==> src/design/circle_collision_resolver_unit_macros.svh <==
// Assertion macros for the collision resolver unit.
// Both macros use the module's clk and rst_n.
`ifndef CIRCLE_COLLISION_RESOLVER_UNIT_MACROS_SVH
`define CIRCLE_COLLISION_RESOLVER_UNIT_MACROS_SVH

`ifndef ASSERT_OFF
`define CCR_ASSERT_IMP(lbl, ante, cons) \
  lbl: assert property (@(posedge clk) disable iff (!rst_n) (ante) |-> (cons)) \
    else $error("collision resolver check failed");
`define CCR_ASSERT_NXT(lbl, ante, cons) \
  lbl: assert property (@(posedge clk) disable iff (!rst_n) (ante) |=> (cons)) \
    else $error("collision resolver check failed");
`else
`define CCR_ASSERT_IMP(lbl, ante, cons)
`define CCR_ASSERT_NXT(lbl, ante, cons)
`endif

`endif

==> src/design/ccr_ram.sv <==
`default_nettype none
module ccr_ram #(
  parameter int WIDTH = 88,
  parameter int DEPTH = 32,
  parameter int AW    = (DEPTH > 1) ? $clog2(DEPTH) : 1
) (
  input  wire logic             clk,
  input  wire logic             we,
  input  wire logic [AW-1:0]    waddr,
  input  wire logic [WIDTH-1:0] wdata,
  input  wire logic [AW-1:0]    raddr,
  output logic      [WIDTH-1:0] rdata
);

  logic [WIDTH-1:0] mem [DEPTH];

  always_ff @(posedge clk) begin
    if (we) begin
      mem[waddr] <= wdata;
    end
    rdata <= mem[raddr];
  end

endmodule
`default_nettype wire

==> config.mk <==
export PLATFORM = sky130hd
export DESIGN_NAME = ccr_ram
export DESIGN_NICKNAME = d
export VERILOG_FILES = /design/src/design/circle_collision_resolver_unit_macros.svh /design/src/design/ccr_ram.sv
export SDC_FILE = /design/constraint.sdc
export NUM_CORES = 2
export LEC_CHECK = 0
export ABC_AREA = 1
export BUFFER_PORTS_ARGS = -buffer_cell sky130_fd_sc_hd__buf_2
export CAP_MARGIN = 20
export CORE_UTILIZATION = 55
export DETAILED_ROUTE_END_ITERATION = 10
export HOLD_SLACK_MARGIN = 0.15
export PLACE_DENSITY = 0.72
export SYNTH_ARGS = -nofsm -noshare
export SYNTH_HDL_FRONTEND = slang
export SYNTH_SLANG_ARGS = --single-unit
==> constraint.sdc <==
create_clock -name clk -period 9.36 [get_ports clk]
set_clock_uncertainty 0.15 [all_clocks]
set_input_delay 0.468 -clock clk [delete_from_list [all_inputs] [get_ports clk]]
set_output_delay 0.468 -clock clk [all_outputs]
set_load 0.01 [all_outputs]
==> out/results.ini <==
[routing]
first_pass_iters=6
post_drt_via_cell_ratio=6.10
dr_total_vias=75407
wl_per_cell_um=25.4
first_iter_violations=11694
drc=0
ant_nets=0
drt-total-wl_um=314000

[synthesis]
synthTopCellsByArea=edfxtp_1, nand3_1, nand2_1
synth_top_family_by_area=simple AND/OR/NAND/NOR gates
synth_sequential_area_ratio_pct=75.2
synth-compound-area-share_pct=0
syn-num-nets=9371
synthCells=9271
synth_xor_area_share_pct=0
synth_top_cell_by_area=edfxtp_1
synth-edff-count=2816
synth_area_per_cell_um2=12.4
muxShareOfSynthArea_pct=0
synth.distinct_cells=18
ys_top_cells_by_count=nand2_1, edfxtp_1, nand3_1
async_flop_share_pct=0
synthAdderAreaFrac_pct=0
synth_warnings=0
synthSimpleGateAreaFrac_pct=21.7
synth_ff_type=edfxtp_1
synth_top_cell_area_share_pct=73.7
synth.most_common_cell=nand2_1
synth_seq_cells=2904
syn-cell-area_um2=115000

[setup_path]
path_delay_family=buffers and inverters
cp_max_fo=74
crit_buf_inv=5
cp_cell_sequence=dlygate4sd3_1, buf_8, buf_4, buf_4, buf_4, nand3_1, nand3_1, nand2_1, nand2_1, nand2_1, nand2_1, nand2_1
crit_type=primary input to register
cp_common_cell=nand2_1
worstPathRequired_ns=9.97
end_kind=register
worstPathArrival_ns=4.79
slowest_delay_ns=0.92
cp.depth=12
r2r_cells=9
crit_path_start_kind=primary input
critPathSlowestCell=buf_4

[floorplanning]
die_w_um=459
core_area_um2=207000
initial_utilization_pct=55.4
die_h_um=459
pin_count=188
std_cell_rows=167
dieArea_um2=210000

[cts]
cts_buffers=298
cts_tree=done
root_buffer=clkbuf_16
clock-sinks=2904
clock_latency_ns=0.94
path_clk_slew_ns=0.05
clk_path_buf_depth=4
cts-resized-gates=0
post_cts_buffers=0
hold_buffers=96
htreeDepth=5

[finish]
final_cell_count_no_fill=12360
layout.nets=9453
area_growth_pct=10.9
final_layout_size_suffix_gt1_share_pct=8.30

[flow_run]
maxCapViolCount=0

[sta]
min_period_over_period_pct=44.6
rsz0062_at_grt=no
maxSlewViolCount=0
timing.fmax_ghz=0.239
final.min_clock_period_ns=4.18
maxSlewHeadroom_pct=7.74
hold_violations=0
setup-tns-final_ns=0
whs_ns=0.212
setup_viol=0
worst_pin_slew_ns=1.38

[power]
netSwitchingPower_w=0.00597
ir_worst_vdd_mv=0.222
internal_power_w=0.0213
netSwitchingFraction_pct=21.9
power_leakage_nw=45.1
p_comb_share_pct=5.7
seqPwrFrac_pct=53.2
power_frac_clock_pct=41.0
power_density_nw_per_um2=214

[global_route]
grt-ovfl-total=0
antenna_found_initial=19
grt_max_degree=278
grt_pass1_wl_um=461000
grt_pass1_vias=72089
grtUsageTotal_pct=29.5

[placed_design]
dpl.hpwl_um=133000
dp.cells=11744
routabilityCongestion=0.761
io_buffer_count=187

[worst_hold_path]
min_path_type=primary input to register
min_delay_path_depth=7

[run_status]
outcome=finished, final reports clean

[final cells by class]
class                           count  area, µm²
Antenna cell                        8       20.0
Clock buffer                      396       8040
Clock inverter                    115        975
Fill cell                       15437      80100
Inverter                           10       91.3
Multi-Input combinational cell   5753      25100
Sequential cell                  2904      86300
Tap cell                         2788       3490
Timing Repair Buffer              386       3140
[per-stage QoR]
step	area [µm²]	utilization [%]	setup WS [ns]	total power (W)
2_1_floorplan	115000	-	4.24	0.0157
3_3_place_gp	117000	56.5	4.98	0.0163
3_5_place_dp	117000	56.5	4.96	0.0163
4_1_cts	127000	61.4	5.33	0.0273
5_1_grt	127000	61.4	5.05	0.0280
6_report	127000	61.4	5.18	0.0273
[logic make-up after synthesis]
logic type / count (synthesis)
and+or+nand+nor: 5753
buffers and inverters: 614
DFF: 2904
[cell usage in the layout (no fill, tap or decap), drive strengths merged]
cell,netlist,layout
nand2,3234,3234
edfxtp,2816,2816
nand3,2487,2487
clkbuf,102,396
buf,502,290
dlygate4sd3,0,96
clkinv,1,89
dfxtp,88,88
nor2,32,32
bufinv,0,16
inv,9,14
diode,0,8
clkinvlp,0,6
[sequential cells by signal (all words and copies together), names as in the netlist]
signal,count
rdata,88
mem,2816
[worst reg2reg max path, cell delays in order (launching register included)]
cell and delay, ns:
edfxtp_1 0.38, nand2_2 0.08, nand3_1 0.09, nand3_1 0.15, nand2_1 0.07, nand2_1 0.05, nand2_1 0.06, nand2_1 0.05
nand2_1 0.06, dlygate4sd3_1 0.56
[worst paths after layout]
check | start | end | slack [ns]
worst min register to register | mem[1][35]$_DFFE_PP_ | rdata[35]$_DFF_P_ | 0.52
worst min-delay path | raddr[0] | rdata[75]$_DFF_P_ | 0.21
worst max-delay path | raddr[1] | rdata[63]$_DFF_P_ | 5.18
worst max register to register | mem[8][62]$_DFFE_PP_ | rdata[62]$_DFF_P_ | 7.53
[routing by layer]
metal | global-route usage (%) | share of wire [%]
met1 | 40.9 | 38
met2 | 47.1 | 47
met3 | 4.76 | 11
met4 | 11.6 | 3.9
met5 | 0 | 0.015
[power groups by stage]
stage                     sequential (W)  clock, W  combinational (W)
after global placement            0.0148         0            0.00145
final                             0.0145    0.0112            0.00156
after global routing              0.0145    0.0118            0.00169
after detailed placement          0.0148         0            0.00149
after floorplan                   0.0148         0           0.000912
after CTS                         0.0145    0.0113            0.00154
Power figures use the tool's default switching activity.
