--- config.mk ---
export PLATFORM = sky130hd
export DESIGN_NAME = ccr_sqrt
export DESIGN_NICKNAME = d
export VERILOG_FILES = /design/src/design/circle_collision_resolver_unit_macros.svh /design/src/design/ccr_pkg.sv /design/src/design/ccr_sqrt.sv
export SDC_FILE = /design/constraint.sdc
export NUM_CORES = 1
export LEC_CHECK = 0
export BUFFER_PORTS_ARGS = -buffer_cell sky130_fd_sc_hd__clkbuf_2
export CORE_UTILIZATION = 45
export DETAILED_ROUTE_END_ITERATION = 12
export GPL_ROUTABILITY_DRIVEN = 0
export PLACE_DENSITY_LB_ADDON = 0.05
export SLEW_MARGIN = 20
export SYNTH_ARGS = -nofsm -noshare
export SYNTH_HDL_FRONTEND = slang
export SYNTH_SLANG_ARGS = --single-unit
--- constraint.sdc ---
create_clock -name clk -period 6.2 [get_ports clk]
set_input_delay 0.93 -clock clk [delete_from_list [all_inputs] [get_ports clk]]
set_output_delay 0.93 -clock clk [all_outputs]
set_load 0.01 [all_outputs]
--- src/design/circle_collision_resolver_unit_macros.svh ---
// Assertion macros for the collision resolver unit.
// Both macros use the module's clk and rst_n.
`ifndef CIRCLE_COLLISION_RESOLVER_UNIT_MACROS_SVH
`define CIRCLE_COLLISION_RESOLVER_UNIT_MACROS_SVH

`ifndef ASSERT_OFF
`define CCR_ASSERT_IMP(lbl, ante, cons) \
  lbl: assert property (@(posedge clk) disable iff (!rst_n) (ante) |-> (cons)) \
    else $error("collision resolver check failed");
`define CCR_ASSERT_NXT(lbl, ante, cons) \
  lbl: assert property (@(posedge clk) disable iff (!rst_n) (ante) |=> (cons)) \
    else $error("collision resolver check failed");
`else
`define CCR_ASSERT_IMP(lbl, ante, cons)
`define CCR_ASSERT_NXT(lbl, ante, cons)
`endif

`endif

--- src/design/ccr_pkg.sv ---
`default_nettype none
package ccr_pkg;

  localparam logic [1:0] ACT_LOAD_AGENT = 2'd0;
  localparam logic [1:0] ACT_LOAD_OBST  = 2'd1;
  localparam logic [1:0] ACT_RUN        = 2'd2;
  localparam logic [1:0] ACT_IGNORED    = 2'd3;

  localparam logic [1:0] REG_AGENT_SCALE = 2'd0;
  localparam logic [1:0] REG_OBST_SCALE  = 2'd1;
  localparam logic [1:0] REG_AGENT_COUNT = 2'd2;
  localparam logic [1:0] REG_OBST_COUNT  = 2'd3;

  localparam int SQRT_IN_W  = 62;
  localparam int SQRT_OUT_W = 31;
  localparam int DIV_NUM_W  = 60;
  localparam int DIV_DEN_W  = 30;
  localparam int DIV_Q_W    = 30;

  typedef struct packed {
    logic [31:0] x;
    logic [31:0] y;
    logic [23:0] r;
  } ent_t;

  typedef enum logic [4:0] {
    ST_IDLE,
    ST_I_RD,
    ST_I_CAP,
    ST_J_SEL,
    ST_J_CAP,
    ST_DIFF,
    ST_SQX,
    ST_SQY,
    ST_SQT,
    ST_TEST,
    ST_SQRT,
    ST_MULX,
    ST_DSTX,
    ST_DIVX,
    ST_MULY,
    ST_DSTY,
    ST_DIVY,
    ST_JWB,
    ST_ADV,
    ST_IWB,
    ST_O_RD,
    ST_O_CAP,
    ST_O_WAIT
  } state_t;

  function automatic logic [31:0] sat32(input logic signed [33:0] v);
    logic [31:0] res;
    if (v > 34'sh0_7FFF_FFFF) begin
      res = 32'h7FFF_FFFF;
    end else if (v < -34'sh0_8000_0000) begin
      res = 32'h8000_0000;
    end else begin
      res = v[31:0];
    end
    return res;
  endfunction

endpackage
`default_nettype wire

--- src/design/ccr_sqrt.sv ---
`default_nettype none
module ccr_sqrt
  import ccr_pkg::*;
(
  input  wire logic                  clk,
  input  wire logic                  rst_n,
  input  wire logic                  start,
  input  wire logic [SQRT_IN_W-1:0]  radicand,
  output logic                       done,
  output logic      [SQRT_OUT_W-1:0] root
);

  logic                  busy_r, busy_nxt;
  logic                  done_r, done_nxt;
  logic [4:0]            cnt_r, cnt_nxt;
  logic [SQRT_IN_W-1:0]  sh_r, sh_nxt;
  logic [33:0]           rem_r, rem_nxt;
  logic [SQRT_OUT_W-1:0] root_r, root_nxt;
  logic [35:0]           rem2;
  logic [35:0]           trial;

  always_comb begin
    busy_nxt = busy_r;
    done_nxt = 1'b0;
    cnt_nxt  = cnt_r;
    sh_nxt   = sh_r;
    rem_nxt  = rem_r;
    root_nxt = root_r;
    rem2     = {rem_r, sh_r[SQRT_IN_W-1 -: 2]};
    trial    = {3'b000, root_r, 2'b01};
    if (start) begin
      busy_nxt = 1'b1;
      cnt_nxt  = 5'(SQRT_OUT_W);
      sh_nxt   = radicand;
      rem_nxt  = '0;
      root_nxt = '0;
    end else if (busy_r) begin
      if (rem2 >= trial) begin
        rem_nxt  = 34'(rem2 - trial);
        root_nxt = {root_r[SQRT_OUT_W-2:0], 1'b1};
      end else begin
        rem_nxt  = rem2[33:0];
        root_nxt = {root_r[SQRT_OUT_W-2:0], 1'b0};
      end
      sh_nxt  = {sh_r[SQRT_IN_W-3:0], 2'b00};
      cnt_nxt = cnt_r - 5'd1;
      if (cnt_r == 5'd1) begin
        busy_nxt = 1'b0;
        done_nxt = 1'b1;
      end
    end
  end

  always_ff @(posedge clk) begin
    if (!rst_n) begin
      busy_r <= 1'b0;
      done_r <= 1'b0;
      cnt_r  <= '0;
    end else begin
      busy_r <= busy_nxt;
      done_r <= done_nxt;
      cnt_r  <= cnt_nxt;
    end
  end

  always_ff @(posedge clk) begin
    sh_r   <= sh_nxt;
    rem_r  <= rem_nxt;
    root_r <= root_nxt;
  end

  assign done = done_r;
  assign root = root_r;

endmodule
`default_nettype wire

==> flow_summary.yaml <==
outcome:
  status: "complete, no violations"
yosys:
  syn_area_per_cell_sq_um: 9.97
  yosys_warnings: 0
  syn-num-nets: 857
  synthFlopType: "dfxtp_1"
  synth_top_cell_by_area: "edfxtp_1"
  synthesis.area_sq_um: 7550
  synthTopCellsByArea: "edfxtp_1, dfxtp_1, mux2_2, mux2i_1, ha_1"
  synth_top_area_frac: 0.247
  ys_ff_latch: 134
  synth_edf_count: 62
  ys_seq_area_frac: 0.438
  async_flop_share: 0
  synth_cells: 757
  ys_types: 65
sta:
  setup_ws_ns: 2.97
  period_share: 0.521
  fin_worst_skew_ns: 0.00928
  max_freq_mhz: 309
  drv_slew: 0
  fin_crit_ns: 3.23
  setup_viol_count_final: 0
  rsz0062_at_grt: "no"
  hold_viol: 0
  maxSlewHeadroom: 0.374
  worst_pin_slew_ns: 0.940
  setup_tns_ns: 0
clock_network:
  cts_max_level: 4
  cts_made_buffers: 17
  ctsResizeCount: 0
  tritoncts: "yes"
  cts_hold_buf: 0
  cts_setup_buffers: 0
  path_clk_slew_ns: 0.06
  clk_latency_ns: 0.42
  clockBufferDepth: 2
  clock_sink_count: 134
  cts_root_buf: "clkbuf_16"
die:
  die_y_um: 131
  start_util: 0.468
  dieArea_sq_um: 17300
  rows: 46
  ioPinCount: 97
  die_w_um: 131
  core-area_sq_um: 16100
finish:
  post_layout_nonfiller_instances: 1061
  layout.nets: 932
  diodes: 0
  layout_commonest_cell: "clkbuf_2"
  ff_latch_area_sq_um: 3300
  fillers: 1485
  multiInputGateArea_sq_um: 3860
  drive_above_1_share: 0.253
  area_delta_synth_final_pct: 15.6
  layout_common_cells: "clkbuf_2, nor2_1, dfxtp_1, edfxtp_1, mux2_2"
  design_area_sq_um: 8720
setup_path:
  end_kind: "register"
  setup.worst_path.start: "root[9]"
  reg2reg_slack_ns: 2.97
  path_buf_inv: 2
  slowest_stage: "buf_4"
  rr_endpoint: "rem_r[11]"
  crit_fanout: 27
  start_kind: "register"
  critPathTopFamily: "compound AO/OA/AOI/OAI gates"
  path_class: "reg -> reg"
  crit_end: "rem_r[11]"
  path_cells: "inv_1, ha_1, a21oi_1, o21ai_1, nor2_1, a21oi_2, a41oi_2, o21ai_4, buf_4, mux2i_1, a211oi_1"
  required_ns: 6.46
  crit_cells: 11
  reg2regPathDepth: 11
  cpPeakStageDelay_ns: 0.49
  rr_startpoint: "root[9]"
  arrival_ns: 3.49
placement:
  dp_hpwl_um: 11100
  portBuffers: 96
  placed_cell_area_sq_um: 8130
  preCtsSetupSlack_ns: 2.98
  placed_cells: 1029
min_path:
  min_path_type: "reg -> reg"
drt:
  avgRoutedWirePerCell_um: 15.2
  dr.pass1.iters: 5
  totalWireLength_um: 16200
  drcViolationCount: 0
  vias: 5745
  dr.first_iter.drc_count: 324
  avgViaCountPerCell: 5.41
  ant_nets: 0
global_route:
  grt_pass1_vias: 5632
  track_usage: 0.197
  antenna_found_initial: 0
  grt_pass1_wl_um: 27500
  grt_max_degree: 81
  grt_overflow: 0
power:
  p_leak_nw: 3.68
  power.density_nw_per_um2: 447
  ir_worst_vdd_uv: 283
flow_run:
  drv_cap: 0
## cell families after synthesis
family / after synthesis / share of synthesized area
flip-flops: 134 / 0.438
AO/OA/AOI/OAI: 147 / 0.133
XOR/XNOR: 30 / 0.0348
buffers and inverters: 91 / 0.0501
multiplexers: 116 / 0.164
adder cells (fa/ha/maj): 35 / 0.0580
AND/OR/NAND/NOR: 204 / 0.123
## cell type report
class,count,area share
clock buffers,17,0.0488
clock inverters,15,0.0189
repair buffers,101,0.0597
inverters,46,0.0198
well taps,216,0.0310
multi-input cells,532,0.443
flip-flops and latches,134,0.379
## synth_stat cells, drive strengths merged (21+ instances only)
| library cell | count |
|---|---|
| a21oi | 35 |
| mux2 | 60 |
| nand2 | 57 |
| o21ai | 36 |
| edfxtp | 62 |
| xnor2 | 21 |
| ha | 35 |
| inv | 46 |
| nor2 | 87 |
| clkbuf | 27 |
| dfxtp | 72 |
| mux2i | 56 |
## tightest hold or removal path: stages, from the launching register on
cell and delay, ns:
dfxtp_1 0.32, nand2_1 0.05, o21ai_1 0.05
## power breakdown
| group | internal, mW | leakage [nW] | switching (mW) | total, mW |
|---|---|---|---|---|
| Clock | 0.601 | 0.285 | 0.422 | 1.02 |
| Sequential | 1.04 | 1.21 | 0.0679 | 1.11 |
| Combinational | 0.775 | 2.18 | 0.992 | 1.77 |
| Total | 2.42 | 3.68 | 1.48 | 3.90 |
## stage by stage
step	total power, mW	hold WS (ns)	utilization
after floorplan	2.57	0.443	-
after global placement	2.85	0.459	0.505
after detailed placement	2.88	0.466	0.505
after CTS	3.92	0.474	0.541
after global routing	4.18	0.488	0.541
final	3.90	0.468	0.541
## sequential cells by signal, summed over array words and instances (netlist names)
name    flops
cnt_r       5
root       31
rem_r      34
busy_r      1
sh_r       62
done        1
## routing by layer
metal / track usage / part of all wire / up-vias
met1: 0.245 / 0.46 / 2707
met3: 0.0660 / 0.061 / 20
met5: 0 / 0 / -
met4: 0.0601 / 0.015 / 0
li1: - / - / 2867
met2: 0.320 / 0.47 / 151
## how the worst min path moves through the flow
stage	slack, ns	start	to	cells past startpoint
4_1_cts	0.47	rem_r[2]	rem_r[2]	2
3_5_place_dp	0.47	rem_r[2]	rem_r[2]	2
5_1_grt	0.49	rem_r[2]	rem_r[2]	2
2_1_floorplan	0.44	rem_r[26]	rem_r[26]	2
6_report	0.47	rem_r[2]	rem_r[2]	2
3_3_place_gp	0.46	rem_r[15]	rem_r[15]	2
Note: power is estimated with default switching activity, not from simulation.
