## src/design/circle_collision_resolver_unit_macros.svh

```systemverilog
// Assertion macros for the collision resolver unit.
// Both macros use the module's clk and rst_n.
`ifndef CIRCLE_COLLISION_RESOLVER_UNIT_MACROS_SVH
`define CIRCLE_COLLISION_RESOLVER_UNIT_MACROS_SVH

`ifndef ASSERT_OFF
`define CCR_ASSERT_IMP(lbl, ante, cons) \
  lbl: assert property (@(posedge clk) disable iff (!rst_n) (ante) |-> (cons)) \
    else $error("collision resolver check failed");
`define CCR_ASSERT_NXT(lbl, ante, cons) \
  lbl: assert property (@(posedge clk) disable iff (!rst_n) (ante) |=> (cons)) \
    else $error("collision resolver check failed");
`else
`define CCR_ASSERT_IMP(lbl, ante, cons)
`define CCR_ASSERT_NXT(lbl, ante, cons)
`endif

`endif

```

## src/design/ccr_pkg.sv

```systemverilog
`default_nettype none
package ccr_pkg;

  localparam logic [1:0] ACT_LOAD_AGENT = 2'd0;
  localparam logic [1:0] ACT_LOAD_OBST  = 2'd1;
  localparam logic [1:0] ACT_RUN        = 2'd2;
  localparam logic [1:0] ACT_IGNORED    = 2'd3;

  localparam logic [1:0] REG_AGENT_SCALE = 2'd0;
  localparam logic [1:0] REG_OBST_SCALE  = 2'd1;
  localparam logic [1:0] REG_AGENT_COUNT = 2'd2;
  localparam logic [1:0] REG_OBST_COUNT  = 2'd3;

  localparam int SQRT_IN_W  = 62;
  localparam int SQRT_OUT_W = 31;
  localparam int DIV_NUM_W  = 60;
  localparam int DIV_DEN_W  = 30;
  localparam int DIV_Q_W    = 30;

  typedef struct packed {
    logic [31:0] x;
    logic [31:0] y;
    logic [23:0] r;
  } ent_t;

  typedef enum logic [4:0] {
    ST_IDLE,
    ST_I_RD,
    ST_I_CAP,
    ST_J_SEL,
    ST_J_CAP,
    ST_DIFF,
    ST_SQX,
    ST_SQY,
    ST_SQT,
    ST_TEST,
    ST_SQRT,
    ST_MULX,
    ST_DSTX,
    ST_DIVX,
    ST_MULY,
    ST_DSTY,
    ST_DIVY,
    ST_JWB,
    ST_ADV,
    ST_IWB,
    ST_O_RD,
    ST_O_CAP,
    ST_O_WAIT
  } state_t;

  function automatic logic [31:0] sat32(input logic signed [33:0] v);
    logic [31:0] res;
    if (v > 34'sh0_7FFF_FFFF) begin
      res = 32'h7FFF_FFFF;
    end else if (v < -34'sh0_8000_0000) begin
      res = 32'h8000_0000;
    end else begin
      res = v[31:0];
    end
    return res;
  endfunction

endpackage
`default_nettype wire

```

## src/design/ccr_div.sv

```systemverilog
`default_nettype none
module ccr_div
  import ccr_pkg::*;
(
  input  wire logic                 clk,
  input  wire logic                 rst_n,
  input  wire logic                 start,
  input  wire logic [DIV_NUM_W-1:0] dividend,
  input  wire logic [DIV_DEN_W-1:0] divisor,
  output logic                      done,
  output logic      [DIV_Q_W-1:0]   quotient
);

  logic                 busy_r, busy_nxt;
  logic                 done_r, done_nxt;
  logic [4:0]           cnt_r, cnt_nxt;
  logic [DIV_DEN_W-1:0] rem_r, rem_nxt;
  logic [DIV_Q_W-1:0]   low_r, low_nxt;
  logic [DIV_Q_W-1:0]   q_r, q_nxt;
  logic [DIV_DEN_W-1:0] den_r, den_nxt;
  logic [DIV_DEN_W:0]   r2;

  always_comb begin
    busy_nxt = busy_r;
    done_nxt = 1'b0;
    cnt_nxt  = cnt_r;
    rem_nxt  = rem_r;
    low_nxt  = low_r;
    q_nxt    = q_r;
    den_nxt  = den_r;
    r2       = {rem_r, low_r[DIV_Q_W-1]};
    if (start) begin
      busy_nxt = 1'b1;
      cnt_nxt  = 5'(DIV_Q_W);
      rem_nxt  = dividend[DIV_NUM_W-1 -: DIV_DEN_W];
      low_nxt  = dividend[DIV_Q_W-1:0];
      q_nxt    = '0;
      den_nxt  = divisor;
    end else if (busy_r) begin
      if (r2 >= {1'b0, den_r}) begin
        rem_nxt = DIV_DEN_W'(r2 - {1'b0, den_r});
        q_nxt   = {q_r[DIV_Q_W-2:0], 1'b1};
      end else begin
        rem_nxt = r2[DIV_DEN_W-1:0];
        q_nxt   = {q_r[DIV_Q_W-2:0], 1'b0};
      end
      low_nxt = {low_r[DIV_Q_W-2:0], 1'b0};
      cnt_nxt = cnt_r - 5'd1;
      if (cnt_r == 5'd1) begin
        busy_nxt = 1'b0;
        done_nxt = 1'b1;
      end
    end
  end

  always_ff @(posedge clk) begin
    if (!rst_n) begin
      busy_r <= 1'b0;
      done_r <= 1'b0;
      cnt_r  <= '0;
    end else begin
      busy_r <= busy_nxt;
      done_r <= done_nxt;
      cnt_r  <= cnt_nxt;
    end
  end

  always_ff @(posedge clk) begin
    rem_r <= rem_nxt;
    low_r <= low_nxt;
    q_r   <= q_nxt;
    den_r <= den_nxt;
  end

  assign done     = done_r;
  assign quotient = q_r;

endmodule
`default_nettype wire

```

## config.mk

```make
export PLATFORM = sky130hd
export DESIGN_NAME = ccr_div
export DESIGN_NICKNAME = d
export VERILOG_FILES = /design/src/design/circle_collision_resolver_unit_macros.svh /design/src/design/ccr_pkg.sv /design/src/design/ccr_div.sv
export SDC_FILE = /design/constraint.sdc
export NUM_CORES = 1
export LEC_CHECK = 0
export BUFFER_PORTS_ARGS = -buffer_cell sky130_fd_sc_hd__buf_2
export CAP_MARGIN = 20
export CORE_MARGIN = 1
export CORE_UTILIZATION = 30
export DETAILED_ROUTE_END_ITERATION = 12
export PLACE_DENSITY = 0.52
export SLEW_MARGIN = 40
export SYNTH_ARGS = -nofsm -noshare
export SYNTH_HDL_FRONTEND = slang
export SYNTH_SLANG_ARGS = --single-unit
export TNS_END_PERCENT = 100
```

## constraint.sdc

```tcl
create_clock -name clk -period 6.7 [get_ports clk]
set_input_delay 0.67 -clock clk [delete_from_list [all_inputs] [get_ports clk]]
set_output_delay 0.67 -clock clk [all_outputs]
set_load 0.02 [all_outputs]
```

==> flow_metrics.py <==
metrics = {
    "status": {
        "status": "completed",
    },
    "power_and_ir_drop": {
        "p_int_mw": 1.83,
        "finalPower_mw": 2.74,
        "power.density_mw_per_mm2": 335,
        "pwr-share-seq_pct": 36.8,
        "power.leakage_nw": 3.57,
        "clkPwrFrac_pct": 33.2,
        "p_sw_share_pct": 33.1,
        "p_sw_mw": 0.904,
        "combPwrFrac_pct": 30.0,
        "vdd_drop_max_v": 0.000132,
    },
    "floorplan": {
        "die_area_mm2": 0.0229,
        "die_w_um": 151,
        "start_util_pct": 30.7,
        "core_area_mm2": 0.0218,
        "num_rows": 54,
        "io_pins": 124,
        "die_height_um": 151,
    },
    "worst_setup_path": {
        "crit_path_end_kind": "register",
        "cp-start-kind": "register",
        "r2r-end": "rem_r[28]$_DFFE_PP_",
        "worstPathRequired_ns": 6.87,
        "crit_type": "reg2reg",
        "critPathArrivalTime_ns": 3.72,
        "reg2reg_depth": 10,
        "rrSetupSlack_ns": 3.15,
        "reg2reg_from": "rem_r[11]$_DFFE_PP_",
        "cp_max_fo": 17,
    },
    "yosys": {
        "synth_ff_type": "edfxtp_1",
        "synth_cell_types": 60,
        "synthArstFlopShare_pct": 0,
        "avgSynthCellArea_um2": 11.3,
        "synth_edf_count": 90,
        "netlist_area_mm2": 0.00670,
        "seq_area_frac_synth_pct": 51.4,
        "synth_fp_nets": 721,
        "synthCells": 595,
        "synth.ff_latch_count": 127,
        "ys_warn_count": 0,
    },
    "clock_tree": {
        "cts_tree": "done",
        "ctsResizeCount": 0,
        "postCtsHoldBufs": 0,
        "path_clk_slew_ns": 0.06,
        "root_buffer": "clkbuf_16",
        "cts_buffers": 17,
        "cts_sinks": 127,
        "postCtsSetupBuffers": 0,
        "insertion_delay_ns": 0.43,
        "htree_levels": 4,
        "clk_path_buf_depth": 2,
    },
    "route": {
        "ant_nets": 0,
        "finalWirelength_mm": 15.5,
        "drt_iter0_drc": 218,
        "vias_per_cell": 4.73,
        "routedWlPerCell_um": 15.4,
        "firstDrtPassIters": 4,
        "vias": 4782,
        "drc_errors": 0,
    },
    "place": {
        "post-place-ws_ns": 3.19,
        "io_buffers": 123,
        "place_hpwl_mm": 10.6,
        "place_area_mm2": 0.00759,
        "globalplace.congestion": 0.796,
    },
    "sta": {
        "min_period_ns": 3.55,
        "worstMarginPinSlew_ns": 0.713,
        "skew_ns": 0.0235,
        "tns_ns": 0,
        "setup_viol": 0,
        "fmax_mhz": 282,
        "maxSlewViolCount": 0,
        "rsz0062_at_grt": "no",
        "relSlewSlack_pct": 52.5,
        "setup_slack_ns": 3.15,
        "min_period_over_period_pct": 52.9,
        "hold_viol_final": 0,
    },
    "global_routing": {
        "track_usage_pct": 14.3,
        "grt-ovfl-total": 0,
        "antenna_found_initial": 2,
        "grt_pass1_vias": 4839,
        "grt_pass1_wl_mm": 25.0,
        "grt_max_degree": 59,
    },
    "layout": {
        "layout_commonest_cell": "buf_2",
        "nets": 842,
        "drive_above_1_share_pct": 27.7,
        "final_cell_mix": "buf_2, edfxtp_1, nor2_1",
        "postLayoutCellArea_mm2": 0.00817,
        "syn_to_final_growth_pct": 22.0,
    },
    "worst_hold_path": {
        "hp-class": "in2reg",
        "holdPathEnd": "den_r[1]$_DFFE_PP_",
        "hp-start": "divisor[1]",
        "holdPathStages": 1,
    },
    "run": {
        "drv_cap": 0,
    },
}
==> per-stage QoR <==
step,hold WS (ns),utilization (%),instances
after global placement,0.477,34.8,977
after detailed placement,0.479,34.8,977
after global routing,0.388,37.4,1009
after floorplan,0.520,-,595
after CTS,0.392,37.4,1009
final,0.411,37.4,1010
==> cell families after synthesis <==
kind of cell | share of synthesized area, %
buffers and inverters | 3.90
flip-flops | 51.4
multiplexers | 12.1
AND/OR/NAND/NOR | 9.77
XOR/XNOR | 3.79
adder cells (fa/ha/maj) | 6.28
AO/OA/AOI/OAI | 12.8
==> metal layers <==
| layer | global-route usage (%) | part of all wire (%) |
|---|---|---|
| met4 | 4.30 | 0.31 |
| met2 | 22.6 | 46 |
| met1 | 18.2 | 47 |
| met5 | 0 | 0.071 |
| met3 | 5.18 | 6.4 |
==> worst max path at each step <==
stage	start	end	slack, ns
floorplan	low_r[29]$_DFFE_PP_	rem_r[28]$_DFFE_PP_	3.91
global placement	rem_r[12]$_DFFE_PP_	rem_r[9]$_DFFE_PP_	3.33
detailed placement	rem_r[5]$_DFFE_PP_	rem_r[28]$_DFFE_PP_	3.19
CTS	rem_r[5]$_DFFE_PP_	rem_r[28]$_DFFE_PP_	3.18
global route	rem_r[5]$_DFFE_PP_	rem_r[28]$_DFFE_PP_	3.00
finish	rem_r[11]$_DFFE_PP_	rem_r[28]$_DFFE_PP_	3.15
==> layout make-up <==
class | count | area (µm²)
fillers | 2194 | 13700
flip-flops and latches | 127 | 3450
multi-input cells | 403 | 2990
repair buffers | 127 | 648
clock buffers | 18 | 439
well taps | 280 | 350
inverters | 40 | 150
clock inverters | 14 | 138
diodes | 1 | 2.50
==> power by group through the flow <==
| stage | registers, mW | logic (mW) | clock network, mW |
|---|---|---|---|
| 6_report | 1.01 | 0.820 | 0.909 |
| 4_1_cts | 1.01 | 0.825 | 0.942 |
| 2_1_floorplan | 1.00 | 0.654 | 0 |
| 5_1_grt | 1.02 | 0.918 | 0.978 |
| 3_5_place_dp | 1.02 | 0.818 | 0 |
| 3_3_place_gp | 1.02 | 0.826 | 0 |
==> sequential cells by signal, indices dropped and copies added, names as in the netlist <==
register and flops:
busy_r 1, cnt_r 5, den_r 30, done 1
low_r 30, quotient 30, rem_r 30
==> critical path, cell delays in order (launching register included) <==
cell      delay [ns]
edfxtp_1        0.39
ha_1            0.41
a21oi_1         0.23
o21ai_1         0.14
o21ai_0         0.18
a21oi_1         0.07
nor3_1          0.37
a211o_1         0.29
and2_1          0.61
nor2_1          0.22
a221o_1         0.37
==> cells in the mapped netlist, types with 13 or more instances <==
master	count	area share, %
a21o_1	14	1.6
xnor2_1	16	2.1
o21ai_0	16	1.2
ha_1	32	6.0
xor2_1	13	1.7
nand2_1	26	1.5
inv_1	40	2.2
clkbuf_1	14	0.78
edfxtp_1	90	40
mux2i_1	46	6.9
a21oi_1	47	3.5
dfxtp_1	37	11
nor2_1	59	3.3
mux2_2	31	5.2
Note: power is estimated with default switching activity, not from simulation.
